===== config.mk =====
export PLATFORM = sky130hd
export DESIGN_NAME = fpge_addr_unit
export DESIGN_NICKNAME = d
export VERILOG_FILES = /design/src/rtl/core/framebuffer_pixel_glyph_engine_unit_macros.svh /design/src/rtl/core/fpge_pkg.sv /design/src/rtl/core/fpge_addr_unit.sv
export SDC_FILE = /design/constraint.sdc
export NUM_CORES = 1
export LEC_CHECK = 0
export ABC_AREA = 1
export BUFFER_PORTS_ARGS = -buffer_cell sky130_fd_sc_hd__buf_2
export CORE_MARGIN = 10
export CORE_UTILIZATION = 45
export CTS_CLUSTER_SIZE = 25
export DETAILED_ROUTE_END_ITERATION = 10
export PLACE_DENSITY = 0.93
export SLEW_MARGIN = 20
export SYNTH_ARGS = -nofsm -noshare
export SYNTH_HDL_FRONTEND = slang
export SYNTH_SLANG_ARGS = --single-unit
export TNS_END_PERCENT = 100

===== constraint.sdc =====
create_clock -name i_clk -period 5.6 [get_ports i_clk]
set_clock_uncertainty 0.05 [all_clocks]
set_input_delay 0.28 -clock i_clk [delete_from_list [all_inputs] [get_ports i_clk]]
set_output_delay 0.28 -clock i_clk [all_outputs]
set_load 0.05 [all_outputs]

===== src/rtl/core/framebuffer_pixel_glyph_engine_unit_macros.svh =====
// assertion macros used by the glyph engine rtl
`ifndef FRAMEBUFFER_PIXEL_GLYPH_ENGINE_UNIT_MACROS_SVH
`define FRAMEBUFFER_PIXEL_GLYPH_ENGINE_UNIT_MACROS_SVH
`ifndef ASSERT_OFF
`define FPGE_ASSERT(lbl, clk, rst_n, prop) \
    lbl: assert property (@(posedge clk) disable iff (!rst_n) prop) \
        else $error("fpge assertion failed");
`define FPGE_ASSERT_NEVER(lbl, clk, rst_n, cond) \
    lbl: assert property (@(posedge clk) disable iff (!rst_n) !(cond)) \
        else $error("fpge forbidden condition seen");
`else
`define FPGE_ASSERT(lbl, clk, rst_n, prop)
`define FPGE_ASSERT_NEVER(lbl, clk, rst_n, cond)
`endif
`endif


===== src/rtl/core/fpge_pkg.sv =====
// shared constants, codes and types of the glyph engine
package fpge_pkg;

    localparam int SCREEN_WIDTH  = 320;
    localparam int SCREEN_HEIGHT = 240;
    localparam int PIXEL_COUNT   = SCREEN_WIDTH * SCREEN_HEIGHT;
    localparam int ADDR_W  = (PIXEL_COUNT > 1) ? $clog2(PIXEL_COUNT) : 1;
    localparam int COL_W   = (SCREEN_WIDTH > 1) ? $clog2(SCREEN_WIDTH) : 1;
    localparam int ROW_W   = (SCREEN_HEIGHT > 1) ? $clog2(SCREEN_HEIGHT) : 1;
    localparam int DIM_W   = (COL_W > ROW_W) ? COL_W : ROW_W;
    localparam int CNT_W   = (DIM_W > 8) ? DIM_W : 8;
    localparam int COORD_W = 18;
    localparam int COLOR_W = 16;
    localparam int GLYPH_W = 8;
    localparam int GLYPH_IW = 3;
    localparam logic [3:0] USED_MAX = 4'd8;

    typedef enum logic [2:0] {
        ACT_CLEAR = 3'd0,
        ACT_PLOT  = 3'd1,
        ACT_FILL  = 3'd2,
        ACT_READ  = 3'd3,
        ACT_GLYPH = 3'd4
    } t_action;

    typedef enum logic [2:0] {
        S_IDLE,
        S_WALK,
        S_DRAIN_A,
        S_DRAIN_B,
        S_DONE
    } t_state;

    // one pixel visit from the sequencer
    typedef struct packed {
        logic                      we;
        logic                      rd;
        logic signed [COORD_W-1:0] col;
        logic signed [COORD_W-1:0] row;
        logic [COLOR_W-1:0]        color;
    } t_pix_req;

    // resolved store access
    typedef struct packed {
        logic               we;
        logic               rd;
        logic               inb;
        logic [ADDR_W-1:0]  addr;
        logic [COLOR_W-1:0] color;
    } t_mem_req;

    typedef struct packed {
        logic [COLOR_W-1:0] data;
        logic               inb;
    } t_rd_resp;

endpackage


===== src/rtl/core/fpge_addr_unit.sv =====
// shared clip and address unit: one pixel coordinate per cycle into a store address
module fpge_addr_unit (
    input  logic                i_clk,
    input  logic                i_rst_n,
    input  fpge_pkg::t_pix_req  i_pix,
    output fpge_pkg::t_mem_req  o_mem
);

    logic                            n_inb;
    logic [fpge_pkg::ADDR_W-1:0]     n_addr;
    logic                            r_we;
    logic                            r_rd;
    logic                            r_inb;
    logic [fpge_pkg::ADDR_W-1:0]     r_addr;
    logic [fpge_pkg::COLOR_W-1:0]    r_color;

    always_comb begin
        n_inb = !i_pix.col[fpge_pkg::COORD_W-1] && !i_pix.row[fpge_pkg::COORD_W-1]
             && ($unsigned(i_pix.col) < fpge_pkg::COORD_W'(fpge_pkg::SCREEN_WIDTH))
             && ($unsigned(i_pix.row) < fpge_pkg::COORD_W'(fpge_pkg::SCREEN_HEIGHT));
        // constant row stride multiply, meaningful only when in bounds
        n_addr = fpge_pkg::ADDR_W'(fpge_pkg::ADDR_W'(i_pix.row[fpge_pkg::ROW_W-1:0])
                 * fpge_pkg::ADDR_W'(fpge_pkg::SCREEN_WIDTH))
               + fpge_pkg::ADDR_W'(i_pix.col[fpge_pkg::COL_W-1:0]);
    end

    always_ff @(posedge i_clk) begin
        if (!i_rst_n) begin
            r_we <= 1'b0;
            r_rd <= 1'b0;
        end else begin
            r_we <= i_pix.we;
            r_rd <= i_pix.rd;
        end
    end

    always_ff @(posedge i_clk) begin
        r_inb   <= n_inb;
        r_addr  <= n_addr;
        r_color <= i_pix.color;
    end

    assign o_mem = '{we: r_we, rd: r_rd, inb: r_inb, addr: r_addr, color: r_color};

endmodule


==> results.sh <==
export IMPL_root_buffer="clkbuf_4"
export IMPL_layout_nets=343
export IMPL_whs_ns=0.00650
export IMPL_vias=1478
export IMPL_worst_slew_pin_slew_ns=0.278
export IMPL_cts_tree="yes"
export IMPL_drv_cap=0
export IMPL_die_area_um2=5970
export IMPL_status="finished, final reports clean"
export IMPL_startpoint_type="input port"
export IMPL_io_pins=92
export IMPL_drt_iter0_drc=52
export IMPL_worst_slew_margin_rel=0.816
export IMPL_core_area_um2=3100
export IMPL_fin_setup_tns_ns=0
export IMPL_finalSetupViolCount=0
export IMPL_final_hold_violation_count=0
export IMPL_cp_arrival_ns=2.21
export IMPL_hold_path_class="input port to flip-flop"
export IMPL_final_cell_mix="buf_2, dfxtp_1, nand2_1"
export IMPL_crit_type="input port to flip-flop"
export IMPL_fin_crit_sh=0.363
export IMPL_clock_path_buffers=2
export IMPL_final_common_cell="buf_2"
export IMPL_die_h_um=77.3
export IMPL_crit_required_ns=5.77
export IMPL_clkTransAtPathRegs_ns=0.11
export IMPL_vias_per_cell=4.69
export IMPL_initial_core_util=0.476
export IMPL_fillCellCount=213
export IMPL_finalMaxSlewViolations=0
export IMPL_syn_cell_area_um2=1480
export IMPL_cts_num_sinks=36
export IMPL_antenna_found_initial=0
export IMPL_max_stage_delay_ns=0.53
export IMPL_place_hpwl_mm=3.68
export IMPL_gr_total_overflow=0
export IMPL_drt_pass1_iter_count=4
export IMPL_dieWidth_um=77.3
export IMPL_num_rows=20
export IMPL_p_per_area_nw_per_um2=320
export IMPL_gp_congestion=0.820
export IMPL_fin_crit_ns=2.03
export IMPL_rsz0062_at_grt="no"
export IMPL_dp_worst_setup_slack_ns=3.31
export IMPL_crit_fanout=3
export IMPL_postSynth_asyncResetShare=0
export IMPL_grtUsageTotal=0.167
export IMPL_postSynthCellCount=154
export IMPL_worstSetupEndpointType="flip-flop"
export IMPL_h_tree_depth=2
export IMPL_yosys_warnings=0
export IMPL_p_leak_nw=1.22
export IMPL_ys_ff_latch=36
export IMPL_cpMostUsedCell="nand2_1"
export IMPL_drtAntennaViolNets=0
export IMPL_utilization=0.727
export IMPL_peakVddDrop_v=0.000118
export IMPL_grt_max_degree=13
export IMPL_cpMaxStageDelayCell="fa_1"
export IMPL_synth_seq_area_share=0.488
export IMPL_crit_buf_inv=2
export IMPL_grt_pass1_vias=1579
export IMPL_synth_edff_count=0
export IMPL_yosys_most_used_dff="dfxtp_1"
export IMPL_synth_distinct_cells=26
export IMPL_syn_nets=227
export IMPL_cts_buffers=5
export IMPL_cpLargestDelayFamily="adder cells"
export IMPL_antennaDiodeCount=0
export IMPL_layout_area_overhead_vs_synth_pct=52.7
export IMPL_grt_pass1_wl_mm=8.05
export IMPL_syn_area_per_cell_um2=9.59
export IMPL_drc=0
export IMPL_portBuffers=91
export IMPL_fin_ws_ns=3.57
export IMPL_wl_mm=5.17
export IMPL_wl_per_cell_um=16.4
export IMPL_drive_gt1_frac=0.432
export IMPL_max_freq_mhz=492
export IMPL_crit_path_cell_trace="buf_2 > ha_1 > ha_1 > fa_1 > nand2_1 > inv_1 > nand2_1 > nor2_2 > nand3_2 > o21bai_1 > nand2_1"
## routing by layer
layer | wire (um) | vias to the layer above | part of all wire | global-route usage
li1 | - | 720 | - | -
met1 | 2140 | 669 | 0.41 | 0.180
met2 | 2450 | 81 | 0.47 | 0.293
met3 | 505 | 8 | 0.098 | 0.0653
met4 | 82 | 0 | 0.016 | 0.0493
met5 | 0 | - | 0 | 0
## Yosys cell counts, drive strengths merged, types with 4 or more instances
cell | count | area, um^2
dfxtp | 36 | 721
nand2 | 34 | 150
nor2 | 11 | 56.3
nand3 | 8 | 55.1
inv | 20 | 75.1
nor4 | 4 | 25.0
ha | 15 | 188
## stage by stage
stage	instances	total power, mW	cell area, um^2
2_1_floorplan	154	0.464	1480
3_3_place_gp	286	0.523	1960
3_5_place_dp	286	0.530	1960
4_1_cts	310	0.713	2200
5_1_grt	315	0.754	2250
6_report	315	0.720	2250
## final cells by class
| type | count | area [um^2] | area share |
|---|---|---|---|
| flip-flops and latches | 36 | 721 | 0.320 |
| repair buffers | 112 | 666 | 0.295 |
| multi-input cells | 95 | 658 | 0.292 |
| inverters | 20 | 75.1 | 0.0333 |
| well taps | 44 | 55.1 | 0.0244 |
| clock inverters | 3 | 42.5 | 0.0189 |
| clock buffers | 5 | 37.5 | 0.0166 |
## cells by family (layout without fill, tap and decap cells)
family                   Yosys count  count (layout)  synth area share
buffers and inverters             23             140            0.0661
flip-flops                        36              36             0.488
AO/OA/AOI/OAI                      7               7            0.0254
XOR/XNOR                           6               6            0.0356
AND/OR/NAND/NOR                   65              65             0.231
adder cells (fa/ha/maj)           17              17             0.154
## registers in the layout (all words and copies together), names as in the netlist
register / cells
r_addr: 17
r_color: 16
r_inb: 1
r_rd: 1
r_we: 1
## where the power goes
part / internal [mW] / switching, mW / total [mW]
sequential: 0.283 / 0.00750 / 0.290
clock: 0.0931 / 0.0861 / 0.179
combinational: 0.0753 / 0.176 / 0.251
## path summary, 6_finish.rpt
path	startpoint	to	cells after the start
worst max-delay path	i_pix[17]	r_addr[15]	11
worst min-delay path	i_pix[7]	r_color[7]	1
## timing repair
action / 4_1_cts / 5_1_grt
resized for setup: 0 / 0
hold buffers: 16 / 5
setup buffers: 0 / 0
endpoints found under the hold margin: 16 / 5
Power figures use the tool's default switching activity.
