$ cat config.mk
export PLATFORM = sky130hd
export DESIGN_NAME = fpge_seq_flat
export DESIGN_NICKNAME = d
export VERILOG_FILES = /design/src/rtl/core/fpge_pkg.sv /design/src/rtl/core/fpge_if.sv /design/src/rtl/core/fpge_seq.sv /design/src/flat_wrapper.sv
export VERILOG_INCLUDE_DIRS = /design/src /design/src/rtl/core
export SDC_FILE = /design/constraint.sdc
export NUM_CORES = 1
export LEC_CHECK = 0
export ABC_AREA = 1
export BUFFER_PORTS_ARGS = -buffer_cell sky130_fd_sc_hd__buf_4
export CORE_MARGIN = 10
export CORE_UTILIZATION = 50
export CTS_CLUSTER_DIAMETER = 200
export DETAILED_ROUTE_END_ITERATION = 6
export HOLD_SLACK_MARGIN = 0.05
export PLACE_DENSITY = 0.84
export SYNTH_ARGS = -nofsm -noshare
export SYNTH_HDL_FRONTEND = slang
export SYNTH_SLANG_ARGS = --single-unit
$ cat constraint.sdc
create_clock -name i_clk -period 13 [get_ports i_clk]
set_clock_uncertainty 0.05 [all_clocks]
set_input_delay 0.65 -clock i_clk [delete_from_list [all_inputs] [get_ports i_clk]]
set_output_delay 0.65 -clock i_clk [all_outputs]
set_load 0.05 [all_outputs]
$ cat src/rtl/core/framebuffer_pixel_glyph_engine_unit_macros.svh
// assertion macros used by the glyph engine rtl
`ifndef FRAMEBUFFER_PIXEL_GLYPH_ENGINE_UNIT_MACROS_SVH
`define FRAMEBUFFER_PIXEL_GLYPH_ENGINE_UNIT_MACROS_SVH
`ifndef ASSERT_OFF
`define FPGE_ASSERT(lbl, clk, rst_n, prop) \
    lbl: assert property (@(posedge clk) disable iff (!rst_n) prop) \
        else $error("fpge assertion failed");
`define FPGE_ASSERT_NEVER(lbl, clk, rst_n, cond) \
    lbl: assert property (@(posedge clk) disable iff (!rst_n) !(cond)) \
        else $error("fpge forbidden condition seen");
`else
`define FPGE_ASSERT(lbl, clk, rst_n, prop)
`define FPGE_ASSERT_NEVER(lbl, clk, rst_n, cond)
`endif
`endif

$ cat src/rtl/core/fpge_pkg.sv
// shared constants, codes and types of the glyph engine
package fpge_pkg;

    localparam int SCREEN_WIDTH  = 320;
    localparam int SCREEN_HEIGHT = 240;
    localparam int PIXEL_COUNT   = SCREEN_WIDTH * SCREEN_HEIGHT;
    localparam int ADDR_W  = (PIXEL_COUNT > 1) ? $clog2(PIXEL_COUNT) : 1;
    localparam int COL_W   = (SCREEN_WIDTH > 1) ? $clog2(SCREEN_WIDTH) : 1;
    localparam int ROW_W   = (SCREEN_HEIGHT > 1) ? $clog2(SCREEN_HEIGHT) : 1;
    localparam int DIM_W   = (COL_W > ROW_W) ? COL_W : ROW_W;
    localparam int CNT_W   = (DIM_W > 8) ? DIM_W : 8;
    localparam int COORD_W = 18;
    localparam int COLOR_W = 16;
    localparam int GLYPH_W = 8;
    localparam int GLYPH_IW = 3;
    localparam logic [3:0] USED_MAX = 4'd8;

    typedef enum logic [2:0] {
        ACT_CLEAR = 3'd0,
        ACT_PLOT  = 3'd1,
        ACT_FILL  = 3'd2,
        ACT_READ  = 3'd3,
        ACT_GLYPH = 3'd4
    } t_action;

    typedef enum logic [2:0] {
        S_IDLE,
        S_WALK,
        S_DRAIN_A,
        S_DRAIN_B,
        S_DONE
    } t_state;

    // one pixel visit from the sequencer
    typedef struct packed {
        logic                      we;
        logic                      rd;
        logic signed [COORD_W-1:0] col;
        logic signed [COORD_W-1:0] row;
        logic [COLOR_W-1:0]        color;
    } t_pix_req;

    // resolved store access
    typedef struct packed {
        logic               we;
        logic               rd;
        logic               inb;
        logic [ADDR_W-1:0]  addr;
        logic [COLOR_W-1:0] color;
    } t_mem_req;

    typedef struct packed {
        logic [COLOR_W-1:0] data;
        logic               inb;
    } t_rd_resp;

endpackage

$ cat src/rtl/core/fpge_if.sv
// command and result channels of the glyph engine
interface fpge_cmd_if;
    logic        valid;
    logic        ready;
    logic [2:0]  action;
    logic signed [15:0] pos_x;
    logic signed [15:0] pos_y;
    logic [15:0] fg_color;
    logic [15:0] bg_color;
    logic [7:0]  block_size;
    logic [7:0]  glyph_bits;
    logic [3:0]  bits_used;
    logic        show_background;

    modport source (
        output valid, action, pos_x, pos_y, fg_color, bg_color,
               block_size, glyph_bits, bits_used, show_background,
        input  ready
    );
    modport sink (
        input  valid, action, pos_x, pos_y, fg_color, bg_color,
               block_size, glyph_bits, bits_used, show_background,
        output ready
    );
endinterface

interface fpge_res_if;
    logic        valid;
    logic        ready;
    logic [15:0] pixel_color;
    logic        read_in_bounds;

    modport source (output valid, pixel_color, read_in_bounds, input ready);
    modport sink   (input valid, pixel_color, read_in_bounds, output ready);
endinterface

$ cat src/rtl/core/fpge_seq.sv
// command sequencer: walks the pixels of a command and holds the result register
`include "framebuffer_pixel_glyph_engine_unit_macros.svh"
module fpge_seq (
    input  logic                i_clk,
    input  logic                i_rst_n,
    fpge_cmd_if.sink            i_cmd,
    fpge_res_if.source          o_res,
    output fpge_pkg::t_pix_req  o_pix,
    input  fpge_pkg::t_rd_resp  i_rd
);

    fpge_pkg::t_state                     r_state, n_state;
    logic [2:0]                           r_act, n_act;
    logic signed [fpge_pkg::COORD_W-1:0]  r_x, n_x, r_y, n_y;
    logic [fpge_pkg::COLOR_W-1:0]         r_fore, n_fore, r_back, n_back;
    logic [fpge_pkg::GLYPH_W-1:0]         r_glyph, n_glyph;
    logic                                 r_show_bg, n_show_bg;
    logic [fpge_pkg::CNT_W-1:0]           r_cnt_c, n_cnt_c, r_cnt_r, n_cnt_r;
    logic [fpge_pkg::CNT_W-1:0]           r_last_c, n_last_c, r_last_r, n_last_r;
    logic                                 r_out_valid, n_out_valid;
    logic [fpge_pkg::COLOR_W-1:0]         r_out_color, n_out_color;
    logic                                 r_out_inb, n_out_inb;

    logic                                 accept;
    logic                                 load;
    logic                                 fill_ok;
    logic                                 glyph_set;
    logic [3:0]                           used_sat;
    logic signed [fpge_pkg::COORD_W-1:0]  x_in, y_in, x_end, y_end;
    logic [fpge_pkg::GLYPH_IW-1:0]        glyph_idx;

    always_ff @(posedge i_clk) begin
        if (!i_rst_n) begin
            r_state     <= fpge_pkg::S_IDLE;
            r_out_valid <= 1'b0;
        end else begin
            r_state     <= n_state;
            r_out_valid <= n_out_valid;
        end
    end

    always_ff @(posedge i_clk) begin
        r_act       <= n_act;
        r_x         <= n_x;
        r_y         <= n_y;
        r_fore      <= n_fore;
        r_back      <= n_back;
        r_glyph     <= n_glyph;
        r_show_bg   <= n_show_bg;
        r_cnt_c     <= n_cnt_c;
        r_cnt_r     <= n_cnt_r;
        r_last_c    <= n_last_c;
        r_last_r    <= n_last_r;
        r_out_color <= n_out_color;
        r_out_inb   <= n_out_inb;
    end

    assign accept      = i_cmd.valid && i_cmd.ready;
    assign i_cmd.ready = (r_state == fpge_pkg::S_IDLE);
    assign load        = (r_state == fpge_pkg::S_DONE) && (!r_out_valid || o_res.ready);

    assign o_res.valid          = r_out_valid;
    assign o_res.pixel_color    = r_out_color;
    assign o_res.read_in_bounds = r_out_inb;

    always_comb begin
        x_in  = fpge_pkg::COORD_W'(i_cmd.pos_x);
        y_in  = fpge_pkg::COORD_W'(i_cmd.pos_y);
        x_end = x_in + $signed(fpge_pkg::COORD_W'(i_cmd.block_size));
        y_end = y_in + $signed(fpge_pkg::COORD_W'(i_cmd.block_size));
        fill_ok = !i_cmd.pos_x[15] && !i_cmd.pos_y[15] && (i_cmd.block_size != 8'd0)
               && (x_end <= $signed(fpge_pkg::COORD_W'(fpge_pkg::SCREEN_WIDTH)))
               && (y_end <= $signed(fpge_pkg::COORD_W'(fpge_pkg::SCREEN_HEIGHT)));
        used_sat = (i_cmd.bits_used > fpge_pkg::USED_MAX) ? fpge_pkg::USED_MAX
                                                          : i_cmd.bits_used;
        // glyph rows go msb first
        glyph_idx = ~r_cnt_r[fpge_pkg::GLYPH_IW-1:0];
        glyph_set = r_glyph[glyph_idx];
    end

    always_comb begin
        n_state     = r_state;
        n_act       = r_act;
        n_x         = r_x;
        n_y         = r_y;
        n_fore      = r_fore;
        n_back      = r_back;
        n_glyph     = r_glyph;
        n_show_bg   = r_show_bg;
        n_cnt_c     = r_cnt_c;
        n_cnt_r     = r_cnt_r;
        n_last_c    = r_last_c;
        n_last_r    = r_last_r;
        n_out_valid = r_out_valid && !o_res.ready;
        n_out_color = r_out_color;
        n_out_inb   = r_out_inb;

        o_pix.we    = 1'b0;
        o_pix.rd    = 1'b0;
        o_pix.col   = r_x + $signed(fpge_pkg::COORD_W'(r_cnt_c));
        o_pix.row   = r_y + $signed(fpge_pkg::COORD_W'(r_cnt_r));
        o_pix.color = r_fore;

        unique case (r_state)
            fpge_pkg::S_IDLE: begin
                if (accept) begin
                    n_act     = i_cmd.action;
                    n_x       = x_in;
                    n_y       = y_in;
                    n_fore    = i_cmd.fg_color;
                    n_back    = i_cmd.bg_color;
                    n_glyph   = i_cmd.glyph_bits;
                    n_show_bg = i_cmd.show_background;
                    n_cnt_c   = '0;
                    n_cnt_r   = '0;
                    n_last_c  = '0;
                    n_last_r  = '0;
                    n_state   = fpge_pkg::S_DONE;
                    unique case (i_cmd.action)
                        fpge_pkg::ACT_CLEAR: begin
                            n_x      = '0;
                            n_y      = '0;
                            n_last_c = fpge_pkg::CNT_W'(fpge_pkg::SCREEN_WIDTH - 1);
                            n_last_r = fpge_pkg::CNT_W'(fpge_pkg::SCREEN_HEIGHT - 1);
                            n_state  = fpge_pkg::S_WALK;
                        end
                        fpge_pkg::ACT_PLOT, fpge_pkg::ACT_READ: begin
                            n_state = fpge_pkg::S_WALK;
                        end
                        fpge_pkg::ACT_FILL: begin
                            n_last_c = fpge_pkg::CNT_W'(i_cmd.block_size)
                                     - fpge_pkg::CNT_W'(1);
                            n_last_r = n_last_c;
                            if (fill_ok) begin
                                n_state = fpge_pkg::S_WALK;
                            end
                        end
                        fpge_pkg::ACT_GLYPH: begin
                            n_last_r = fpge_pkg::CNT_W'(used_sat) - fpge_pkg::CNT_W'(1);
                            if (used_sat != 4'd0) begin
                                n_state = fpge_pkg::S_WALK;
                            end
                        end
                        default: begin
                            n_state = fpge_pkg::S_DONE;
                        end
                    endcase
                end
            end
            fpge_pkg::S_WALK: begin
                unique case (r_act)
                    fpge_pkg::ACT_READ: begin
                        o_pix.rd = 1'b1;
                    end
                    fpge_pkg::ACT_GLYPH: begin
                        o_pix.we    = !glyph_set || r_show_bg;
                        o_pix.color = glyph_set ? r_back : r_fore;
                    end
                    default: begin
                        o_pix.we = 1'b1;
                    end
                endcase
                if (r_cnt_c == r_last_c) begin
                    n_cnt_c = '0;
                    n_cnt_r = r_cnt_r + fpge_pkg::CNT_W'(1);
                    if (r_cnt_r == r_last_r) begin
                        n_state = fpge_pkg::S_DRAIN_A;
                    end
                end else begin
                    n_cnt_c = r_cnt_c + fpge_pkg::CNT_W'(1);
                end
            end
            fpge_pkg::S_DRAIN_A: begin
                n_state = fpge_pkg::S_DRAIN_B;
            end
            fpge_pkg::S_DRAIN_B: begin
                n_state = fpge_pkg::S_DONE;
            end
            fpge_pkg::S_DONE: begin
                if (load) begin
                    n_out_valid = 1'b1;
                    n_out_inb   = (r_act == fpge_pkg::ACT_READ) && i_rd.inb;
                    n_out_color = n_out_inb ? i_rd.data : '0;
                    n_state     = fpge_pkg::S_IDLE;
                end
            end
            default: begin
                n_state = fpge_pkg::S_IDLE;
            end
        endcase
    end

    `FPGE_ASSERT(a_accept_leaves_idle, i_clk, i_rst_n, accept |=> (r_state != fpge_pkg::S_IDLE))
    `FPGE_ASSERT_NEVER(a_access_outside_walk, i_clk, i_rst_n, (r_state != fpge_pkg::S_WALK) && (o_pix.we || o_pix.rd))
    `FPGE_ASSERT(a_inb_only_for_read, i_clk, i_rst_n, (load && (r_act != fpge_pkg::ACT_READ)) |=> !r_out_inb)
    `FPGE_ASSERT(a_load_sets_valid, i_clk, i_rst_n, load |=> (r_out_valid && (r_state == fpge_pkg::S_IDLE)))

endmodule

$ cat src/flat_wrapper.sv
// flat-port wrapper written by rule: the top's interface ports become plain ports
module fpge_seq_flat 
  (i_clk, i_rst_n, o_pix, i_rd, i_cmd_valid, i_cmd_action, i_cmd_pos_x, i_cmd_pos_y, i_cmd_fg_color, i_cmd_bg_color, i_cmd_block_size, i_cmd_glyph_bits, i_cmd_bits_used, i_cmd_show_background, i_cmd_ready, o_res_valid, o_res_pixel_color, o_res_read_in_bounds, o_res_ready);
  fpge_cmd_if i_cmd_i ();
  fpge_res_if o_res_i ();
  input  logic i_clk;
  input  logic i_rst_n;
  output fpge_pkg::t_pix_req o_pix;
  input  fpge_pkg::t_rd_resp i_rd;
  input wire logic [$bits(i_cmd_i.valid)-1:0] i_cmd_valid;
  input wire logic [$bits(i_cmd_i.action)-1:0] i_cmd_action;
  input wire logic [$bits(i_cmd_i.pos_x)-1:0] i_cmd_pos_x;
  input wire logic [$bits(i_cmd_i.pos_y)-1:0] i_cmd_pos_y;
  input wire logic [$bits(i_cmd_i.fg_color)-1:0] i_cmd_fg_color;
  input wire logic [$bits(i_cmd_i.bg_color)-1:0] i_cmd_bg_color;
  input wire logic [$bits(i_cmd_i.block_size)-1:0] i_cmd_block_size;
  input wire logic [$bits(i_cmd_i.glyph_bits)-1:0] i_cmd_glyph_bits;
  input wire logic [$bits(i_cmd_i.bits_used)-1:0] i_cmd_bits_used;
  input wire logic [$bits(i_cmd_i.show_background)-1:0] i_cmd_show_background;
  output wire logic [$bits(i_cmd_i.ready)-1:0] i_cmd_ready;
  output wire logic [$bits(o_res_i.valid)-1:0] o_res_valid;
  output wire logic [$bits(o_res_i.pixel_color)-1:0] o_res_pixel_color;
  output wire logic [$bits(o_res_i.read_in_bounds)-1:0] o_res_read_in_bounds;
  input wire logic [$bits(o_res_i.ready)-1:0] o_res_ready;
  assign i_cmd_i.valid = i_cmd_valid;
  assign i_cmd_i.action = i_cmd_action;
  assign i_cmd_i.pos_x = i_cmd_pos_x;
  assign i_cmd_i.pos_y = i_cmd_pos_y;
  assign i_cmd_i.fg_color = i_cmd_fg_color;
  assign i_cmd_i.bg_color = i_cmd_bg_color;
  assign i_cmd_i.block_size = i_cmd_block_size;
  assign i_cmd_i.glyph_bits = i_cmd_glyph_bits;
  assign i_cmd_i.bits_used = i_cmd_bits_used;
  assign i_cmd_i.show_background = i_cmd_show_background;
  assign i_cmd_ready = i_cmd_i.ready;
  assign o_res_valid = o_res_i.valid;
  assign o_res_pixel_color = o_res_i.pixel_color;
  assign o_res_read_in_bounds = o_res_i.read_in_bounds;
  assign o_res_i.ready = o_res_ready;
  fpge_seq u_core (.i_clk(i_clk), .i_rst_n(i_rst_n), .i_cmd(i_cmd_i), .o_res(o_res_i), .o_pix(o_pix), .i_rd(i_rd));
endmodule
==> results of run 1 <==
==> state kept, by name (all words and copies together), names as in the netlist <==
register / cells
u_core.r_back: 16
u_core.r_last_c: 9
u_core.r_state: 3
u_core.r_glyph: 8
u_core.r_x: 16
u_core.r_last_r: 9
u_core.r_y: 16
u_core.r_cnt_r: 9
u_core.r_cnt_c: 9
u_core.r_act: 3
u_core.o_res.pixel_color: 16
u_core.r_show_bg: 1
u_core.o_res.valid: 1
u_core.r_fore: 16
u_core.o_res.read_in_bounds: 1
==> worst paths after layout <==
check | to | cells after the start
setup reg to reg | u_core.r_cnt_r[7] | 5
hold / removal | u_core.r_back[6] | 1
hold reg to reg | u_core.o_res.valid | 2
setup / recovery | o_pix[30] | 11
==> worst register-to-register path, cell delays in order, from the launching register on <==
cell and delay, ps:
dfxtp_1 340, nor3_1 340, inv_1 170, nor2_4 730, nor2_1 130, a21oi_1 790
==> per-layer routing <==
| metal | GRT usage [%] | up-vias | share of wire (%) |
|---|---|---|---|
| met3 | 4.823 | 42 | 7.4 |
| met5 | 0 | - | 0 |
| li1 | - | 3452 | - |
| met2 | 32.09 | 252 | 49 |
| met1 | 22.44 | 3107 | 41 |
| met4 | 8.028 | 0 | 2.7 |
==> through the flow <==
stage	hold slack (ps)	util [%]
floorplan	501.4	-
global placement	459.4	61.49
detailed placement	472.3	61.49
CTS	338.9	65.04
global route	333.5	65.04
finish	353.9	65.04
==> report_power, final <==
| part | total, mW | switching (mW) | internal, mW |
|---|---|---|---|
| registers | 0.732 | 0.0923 | 0.639 |
| clock network | 0.460 | 0.180 | 0.280 |
| logic | 1.31 | 0.911 | 0.402 |
| total | 2.51 | 1.18 | 1.32 |
==> cell usage after synthesis, drive strengths merged (6+ instances only) <==
cell type	instances
a21oi	45
clkbuf	6
edfxtp	129
ha	39
inv	157
mux2	16
nand2	186
nand3	62
nand4	19
nor2	121
nor3	16
o21ai	18
or2	11
xnor2	16
xor2	38
==> kinds of logic (layout without fill, tap and decap cells) <==
logic type | Yosys count | count (layout) | share of synthesized area [%]
AOI/OAI and AO/OA | 85 | 85 | 6.005
DFF | 133 | 133 | 48.28
adders and majority gates | 43 | 43 | 6.937
muxes | 18 | 18 | 2.445
xor gates and xnor gates | 54 | 54 | 5.775
buffers and inverters | 168 | 374 | 7.869
and+or+nand+nor | 426 | 426 | 22.69
==> area by class of cell <==
cell class / instances / share of cell area [%]
clock buffer: 19 / 4.175
clock inverter: 13 / 1.291
timing repair buffer: 185 / 13.39
multi-input combinational: 626 / 34.73
inverter: 157 / 5.683
sequential: 133 / 38.13
tap: 216 / 2.606
==> impl_metrics.ini, run 1 <==
[run_status]
outcome = finished, final reports clean

[critical_path]
start_kind = flop
timing.rr.start = u_core.r_state[1]
critPathRequiredTime_ps = 12300
cp-end-kind = primary output
worstPathArrival_ps = 3270
crit_buf_inv = 2
cpMaxStageDelayCell = edfxtp_1
cp_cell_sequence = ha_1 > inv_1 > fa_1 > nand3b_1 > and2_1 > o221ai_1 > a21o_1 > nand4_1 > nor2_1 > xor2_1 > buf_4
cp_max_fo = 11
path_class = flop to primary output
cpLargestDelayFamily = simple AND/OR/NAND/NOR gates
rrSetupSlack_ps = 10060
cpPeakStageDelay_ps = 600
startpoint = u_core.r_cnt_r[0]

[routing]
finalWirelength_mm = 20.86
firstDrtPassIters = 5
ant_nets = 0
vias = 6853
drc = 0
drt-initial-drc-count = 434
post_drt_wl_per_cell_microns = 15.46
viasPerCell = 5.080

[clock_tree]
numCtsBuffers = 17
cts_sinks = 133
cts_hold_buffers = 0
root_buffer = clkbuf_16
cts_tree = done
postCtsSetupBuffers = 0
post_cts_resized = 0
clockBufferDepth = 2
path_clk_slew_ps = 60
clk_latency_ps = 420
htreeDepth = 4

[floorplanning]
die_area_sq_mm = 0.02190
ios = 182
start_util_pct = 51.37
fp.dieH_microns = 148.0
row_count = 46
core_sq_mm = 0.01594
die_w_microns = 148.0

[layout]
layout-drive-gt1-share_pct = 23.65
regArea_sq_mm = 0.003954
final_area_sq_mm = 0.01037
final_common_cell = buf_4
layout_common_cells = buf_4, nand2_1, inv_1
insertedDiodeCount = 0
multi_input_area_sq_mm = 0.003601
fin_nets = 1272
fin_cells = 1349
fillers = 1259
area_delta_synth_final_pct = 26.63

[synthesis]
synth_edf_count = 129
synthArstFlopShare_pct = 0
yosys-top-cells-area = edfxtp_1, nand2_1, inv_1
syn_inst = 927
synth-seq-cells = 133
synth-main-ff-cell = edfxtp_1
yosys.area.top_type = edfxtp_1
yosysWarnings = 0
yosysSeqAreaShare_pct = 48.28
syn_nets = 1079
synth_cell_types = 41
synth_top_area_share_pct = 47.30
syn-cell-area_sq_mm = 0.008189
syn_avg_cell_area_sq_um = 8.834

[place]
placed_area_sq_mm = 0.009803
portBuffers = 181
gp_congestion = 0.9353
dp_slack_ps = 9509
dpl.cell_count = 1317
hpwlAfterDp_mm = 16.52

[sta]
worst_pin_slew_ps = 984.8
clock.fmax_mhz = 251.9
finalSetupTns_ps = 0
finalHoldViolations = 0
fin_crit_sh_pct = 30.53
relSlewSlack_pct = 34.35
rsz0062_at_grt = false
setup_viol = 0
finalMaxSlewViolations = 0
fin_crit_ps = 3969
setup_ws_ps = 9031

[grt]
overflow = 0
grt_pass1_vias = 6764
grt_max_degree = 64
grt_pass1_wl_mm = 33.34
grt_usage_pct = 18.99
antenna_found_initial = 0

[power_and_ir_drop]
p_per_area_mw_per_mm2 = 241.6
peakVddDrop_mv = 0.2373
total_power_mw = 2.505
cellLeakagePower_nw = 4.897

[flow_run]
drv_cap = 0

[worst_hold_path]
hold_path_class = primary input to flop
hold_path.startpoint = i_cmd_bg_color[6]
(Power assumes the default switching activity.)
==> inputs of run 2 (changes only) <==
--- a/config.mk
+++ b/config.mk
@@ -6,14 +6,14 @@
 export SDC_FILE = /design/constraint.sdc
 export NUM_CORES = 1
 export LEC_CHECK = 0
-export ABC_AREA = 1
+export ABC_AREA = 0
 export BUFFER_PORTS_ARGS = -buffer_cell sky130_fd_sc_hd__buf_4
 export CORE_MARGIN = 10
-export CORE_UTILIZATION = 50
+export CORE_UTILIZATION = 49
 export CTS_CLUSTER_DIAMETER = 200
 export DETAILED_ROUTE_END_ITERATION = 6
 export HOLD_SLACK_MARGIN = 0.05
-export PLACE_DENSITY = 0.84
+export PLACE_DENSITY = 0.86
 export SYNTH_ARGS = -nofsm -noshare
 export SYNTH_HDL_FRONTEND = slang
 export SYNTH_SLANG_ARGS = --single-unit
==> constraint.sdc (replaced) <==
create_clock -name i_clk -period 3.6 [get_ports i_clk]
set_clock_uncertainty 0.05 [all_clocks]
set_input_delay 0.18 -clock i_clk [delete_from_list [all_inputs] [get_ports i_clk]]
set_output_delay 0.18 -clock i_clk [all_outputs]
set_load 0.05 [all_outputs]
==> impl_metrics.ini, run 2 <==
[critical_path]
rrSetupSlack_ps = 760
cp_cell_sequence = inv_1 > fa_1 > nor2b_1 > o21ai_0 > a21boi_0 > o21ai_1 > a21boi_1 > o2111ai_2 > a21oi_1 > xor2_1 > buf_4
cpLargestDelayFamily = compound AO/OA/AOI/OAI gates
cpMaxStageDelayCell = edfxtp_1
crit_buf_inv = 2
critPathRequiredTime_ps = 3370
cpPeakStageDelay_ps = 480
cp_max_fo = 7
cp-end-kind = primary output
worstPathArrival_ps = 3070
start_kind = flop
path_class = flop to primary output

[clock_tree]
path_clk_slew_ps = 60
cts_tree = done
clk_latency_ps = 420
root_buffer = clkbuf_16
cts_sinks = 133
htreeDepth = 4
clockBufferDepth = 2
numCtsBuffers = 17

[synthesis]
yosys-top-cells-area = edfxtp_1, ha_1, xnor2_1
yosysWarnings = 0
syn_inst = 664
synth_top_area_share_pct = 50.46
synth-seq-cells = 133
yosys.area.top_type = edfxtp_1
syn-cell-area_sq_mm = 0.007677
syn_nets = 816
yosysMostFrequentCell = edfxtp_1
yosysSeqAreaShare_pct = 51.50
synthTopCellsByCount = edfxtp_1, nor2_1, xnor2_1
synth_cell_types = 64
synthArstFlopShare_pct = 0
syn_avg_cell_area_sq_um = 11.56
synth-main-ff-cell = edfxtp_1
synth_edf_count = 129

[sta]
setup_ws_ps = 297.9
worst_pin_slew_ps = 852.2
rsz0062_at_grt = false
fin_crit_sh_pct = 91.73
finalMaxSlewViolations = 0
relSlewSlack_pct = 43.05
setup_viol = 0
finalHoldViolations = 0
finalSetupTns_ps = 0
clock.fmax_mhz = 302.8
whs_ps = 57.32
fin_crit_ps = 3302

[floorplanning]
fp.dieH_microns = 145.2
row_count = 45
ios = 182
core_sq_mm = 0.01526
start_util_pct = 50.32
die_w_microns = 145.2
die_area_sq_mm = 0.02107

[layout]
insertedDiodeCount = 0
area_delta_synth_final_pct = 40.21
layout_common_cells = buf_4, edfxtp_1, dlygate4sd3_1
final_common_cell = buf_4
fin_nets = 1093
layout-drive-gt1-share_pct = 27.04
fillers = 1055
final_area_sq_mm = 0.01076
fin_cells = 1165
fin_util_pct = 70.55

[power_and_ir_drop]
p_per_area_mw_per_mm2 = 881.8
total_power_mw = 9.491
peakVddDrop_mv = 0.8320
p_comb_share_pct = 51.8
pwr-share-seq_pct = 29.2
swShare_pct = 45.95
switchingPower_mw = 4.361
cellLeakagePower_nw = 4.485
clkPwrFrac_pct = 19.0
p_int_mw = 5.130

[grt]
overflow = 0
grt_pass1_vias = 6345
grt_pass1_wl_mm = 33.75
antenna_found_initial = 0
grt_max_degree = 63
grt_usage_pct = 19.54

[routing]
dr_wl_met2_mm = 10.50
drc = 0
firstDrtPassIters = 6
highest_layer = met4
drt-initial-drc-count = 384
post_drt_wl_per_cell_microns = 18.09
wl_met1_mm = 8.972
met3_length_mm = 1.292
vias = 6126
ant_nets = 0
finalWirelength_mm = 21.07
viasPerCell = 5.258

[place]
hpwlAfterDp_mm = 14.62
dpl.cell_count = 1045
placed_area_sq_mm = 0.009261
gp_congestion = 0.9013
portBuffers = 181
dp_slack_ps = 516.6

[flow_run]
drv_cap = 0

[worst_hold_path]
hold_path_class = primary input to flop

[run_status]
outcome = finished, final reports clean
run 2: cell count changes after synthesis, moves of 15 or more:
cell     before  now
nand4_1      19    4
and3_1        0   29
nand2_1     178   34
and2_1        2   32
xnor2_1      16   41
inv_1       151   31
nand3_1      61   19
nor2_1      117   62
run 2: cell type report:
cell class                      instances  area, sq um  area share (%)
Clock buffer                           17        425.4           3.952
Clock inverter                         15        187.7           1.744
Inverter                               31        120.1           1.116
Multi-Input combinational cell        485         3533           32.83
Sequential cell                       133         3954           36.73
Tap cell                              211        264.0           2.453
Timing Repair Buffer                  273         2280           21.18
run 2: cell families (layout without fill, tap and decap cells):
| logic type | Yosys count | count (layout) | synth area share, % |
|---|---|---|---|
| fa+ha+maj | 43 | 43 | 7.399 |
| mux | 23 | 23 | 3.602 |
| buf+inv | 46 | 336 | 2.624 |
| flops | 133 | 133 | 51.50 |
| compound gates | 119 | 119 | 10.97 |
| simple gates | 224 | 224 | 15.24 |
| xor+xnor | 76 | 76 | 8.670 |
run 2: repair_timing:
item / CTS / global route
hold buffers: 87 / 0
setup endpoints to repair: 0 / 11
setup buffers: 0 / 1
gates resized for setup: 0 / 7
hold endpoints to repair: 89 / 0
run 2: routing by layer:
layer / vias up / GRT usage, %
met5: - / 0
met2: 233 / 33.62
met1: 2885 / 23.67
li1: 2982 / -
met3: 26 / 5.216
met4: 0 / 5.106
run 2: path summary, 6_finish.rpt:
path | start | cells past startpoint | to
max | u_core.r_cnt_c[1] | 11 | o_pix[48]
min | i_rd[15] | 2 | u_core.o_res.pixel_color[14]
max reg2reg | u_core.r_cnt_c[6] | 8 | u_core.r_state[2]
min reg2reg | u_core.o_res.valid | 2 | u_core.o_res.valid
run 2: power by group through the flow:
stage	Sequential [mW]	Clock, mW	Combinational (mW)
floorplan	2.84	0	3.33
global placement	2.77	0	4.74
detailed placement	2.79	0	4.80
CTS	2.77	1.82	4.92
global route	2.82	1.89	5.25
finish	2.77	1.81	4.92
==> inputs of run 3 (changes only) <==
--- a/config.mk
+++ b/config.mk
@@ -9,11 +9,11 @@
 export ABC_AREA = 0
 export BUFFER_PORTS_ARGS = -buffer_cell sky130_fd_sc_hd__buf_4
 export CORE_MARGIN = 10
-export CORE_UTILIZATION = 49
+export CORE_UTILIZATION = 40
 export CTS_CLUSTER_DIAMETER = 200
 export DETAILED_ROUTE_END_ITERATION = 6
 export HOLD_SLACK_MARGIN = 0.05
-export PLACE_DENSITY = 0.86
+export PLACE_DENSITY = 0.74
 export SYNTH_ARGS = -nofsm -noshare
 export SYNTH_HDL_FRONTEND = slang
 export SYNTH_SLANG_ARGS = --single-unit
==> impl_metrics.ini, run 3 (synthesized netlist as in run 2, its figures left out) <==
[clock_tree]
numCtsBuffers = 17
htreeDepth = 4
clockBufferDepth = 2
root_buffer = clkbuf_16
path_clk_slew_ps = 60
clk_latency_ps = 420
cts_sinks = 133
cts_tree = done

[critical_path]
cp_cell_sequence = ha_1 > nor2b_1 > o21ai_0 > a21boi_0 > o21ai_1 > a21boi_2 > o2111ai_2 > nand2_1 > a41oi_1 > buf_4
cpMaxStageDelayCell = edfxtp_1
critPathRequiredTime_ps = 3370
cp_max_fo = 6
cp-end-kind = primary output
cpPeakStageDelay_ps = 510
worstPathArrival_ps = 3030
path_class = flop to primary output
start_kind = flop

[floorplanning]
start_util_pct = 40.91
core_sq_mm = 0.01877
die_area_sq_mm = 0.02513
die_w_microns = 158.5
row_count = 50
ios = 182
fp.dieH_microns = 158.5

[sta]
clock.fmax_mhz = 307.1
finalMaxSlewViolations = 0
rsz0062_at_grt = false
fin_crit_sh_pct = 90.45
finalHoldViolations = 0
relSlewSlack_pct = 33.88
setup_viol = 0
finalSetupTns_ps = 0
worst_pin_slew_ps = 988.2
fin_crit_ps = 3256

[grt]
grt_pass1_wl_mm = 33.60
antenna_found_initial = 0
grt_pass1_vias = 6276
grt_usage_pct = 17.12
overflow = 0
grt_max_degree = 51

[layout]
layout-drive-gt1-share_pct = 27.35
fin_nets = 1097
multi_input_area_sq_mm = 0.003532
layout_common_cells = buf_4, edfxtp_1, dlygate4sd3_1
regArea_sq_mm = 0.003954
fin_cells = 1192
final_common_cell = buf_4
area_delta_synth_final_pct = 40.25
fillers = 1508
insertedDiodeCount = 0

[run_status]
outcome = finished, final reports clean

[routing]
finalWirelength_mm = 21.53
post_drt_wl_per_cell_microns = 18.06
drc = 0
ant_nets = 0
viasPerCell = 5.137
drt-initial-drc-count = 336
vias = 6123
firstDrtPassIters = 5

[power_and_ir_drop]
peakVddDrop_mv = 0.6627
cellLeakagePower_nw = 4.475
total_power_mw = 9.356
p_per_area_mw_per_mm2 = 868.9

[place]
dpl.cell_count = 1069
portBuffers = 181
hpwlAfterDp_mm = 15.71
gp_congestion = 0.8413

[flow_run]
drv_cap = 0

[worst_hold_path]
hold_path_class = primary input to flop
run 3: per-stage QoR:
| step | setup slack (ps) | utilization [%] | hold WS, ps | instance area (sq um) |
|---|---|---|---|---|
| 2_1_floorplan | 87.30 | - | 228.9 | 7681 |
| 3_3_place_gp | 588.7 | 49.47 | 308.1 | 9285 |
| 3_5_place_dp | 485.8 | 49.47 | 309.3 | 9285 |
| 4_1_cts | 55.89 | 57.20 | 81.28 | 10740 |
| 5_1_grt | 29.28 | 57.37 | 79.29 | 10770 |
| 6_report | 344.0 | 57.37 | 89.22 | 10770 |
run 3: what timing repair did:
item	4_1_cts	5_1_grt
hold buffers	88	0
endpoints found under the hold margin	91	0
resized for setup	0	8
setup buffers	0	3
endpoints found under the setup margin	0	12
run 3: power by group:
group	internal [mW]	total, mW	switching [mW]
Clock	0.969	1.68	0.709
Combinational	1.64	4.92	3.28
Sequential	2.39	2.75	0.365
Total	5.00	9.36	4.36
run 3: worst max-delay path, delay by kind of cell (launching register included):
family | cells | cell delay, ps
DFF | 1 | 510
buffers and inverters | 1 | 240
adders and majority gates | 1 | 380
AOI/OAI and AO/OA | 6 | 1210
and+or+nand+nor | 2 | 270
run 3: area by class of cell:
| cell class | instances | share of cell area, % |
|---|---|---|
| Sequential cell | 133 | 36.72 |
| Multi-Input combinational cell | 485 | 32.80 |
| Timing Repair Buffer | 277 | 21.36 |
| Clock buffer | 18 | 3.986 |
| Inverter | 31 | 1.116 |
| Clock inverter | 14 | 1.301 |
| Tap cell | 234 | 2.719 |
run 3: worst paths after layout:
path / start / cells past startpoint / slack, ps / endpoint
setup / recovery: u_core.r_cnt_c[2] / 10 / 340 / o_pix[50]
setup reg to reg: u_core.r_cnt_c[6] / 8 / 930 / u_core.r_state[2]
hold reg to reg: u_core.r_state[1] / 2 / 510 / u_core.r_state[0]
hold / removal: i_cmd_pos_x[14] / 2 / 90 / u_core.r_x[14]
run 3: routing by layer:
metal / up-vias / share of wire [%] / track usage (%)
met5: - / 0 / 0
met3: 10 / 9.9 / 6.854
met4: 0 / 0.75 / 3.529
li1: 2992 / - / -
met2: 223 / 45 / 26.98
met1: 2898 / 44 / 21.74
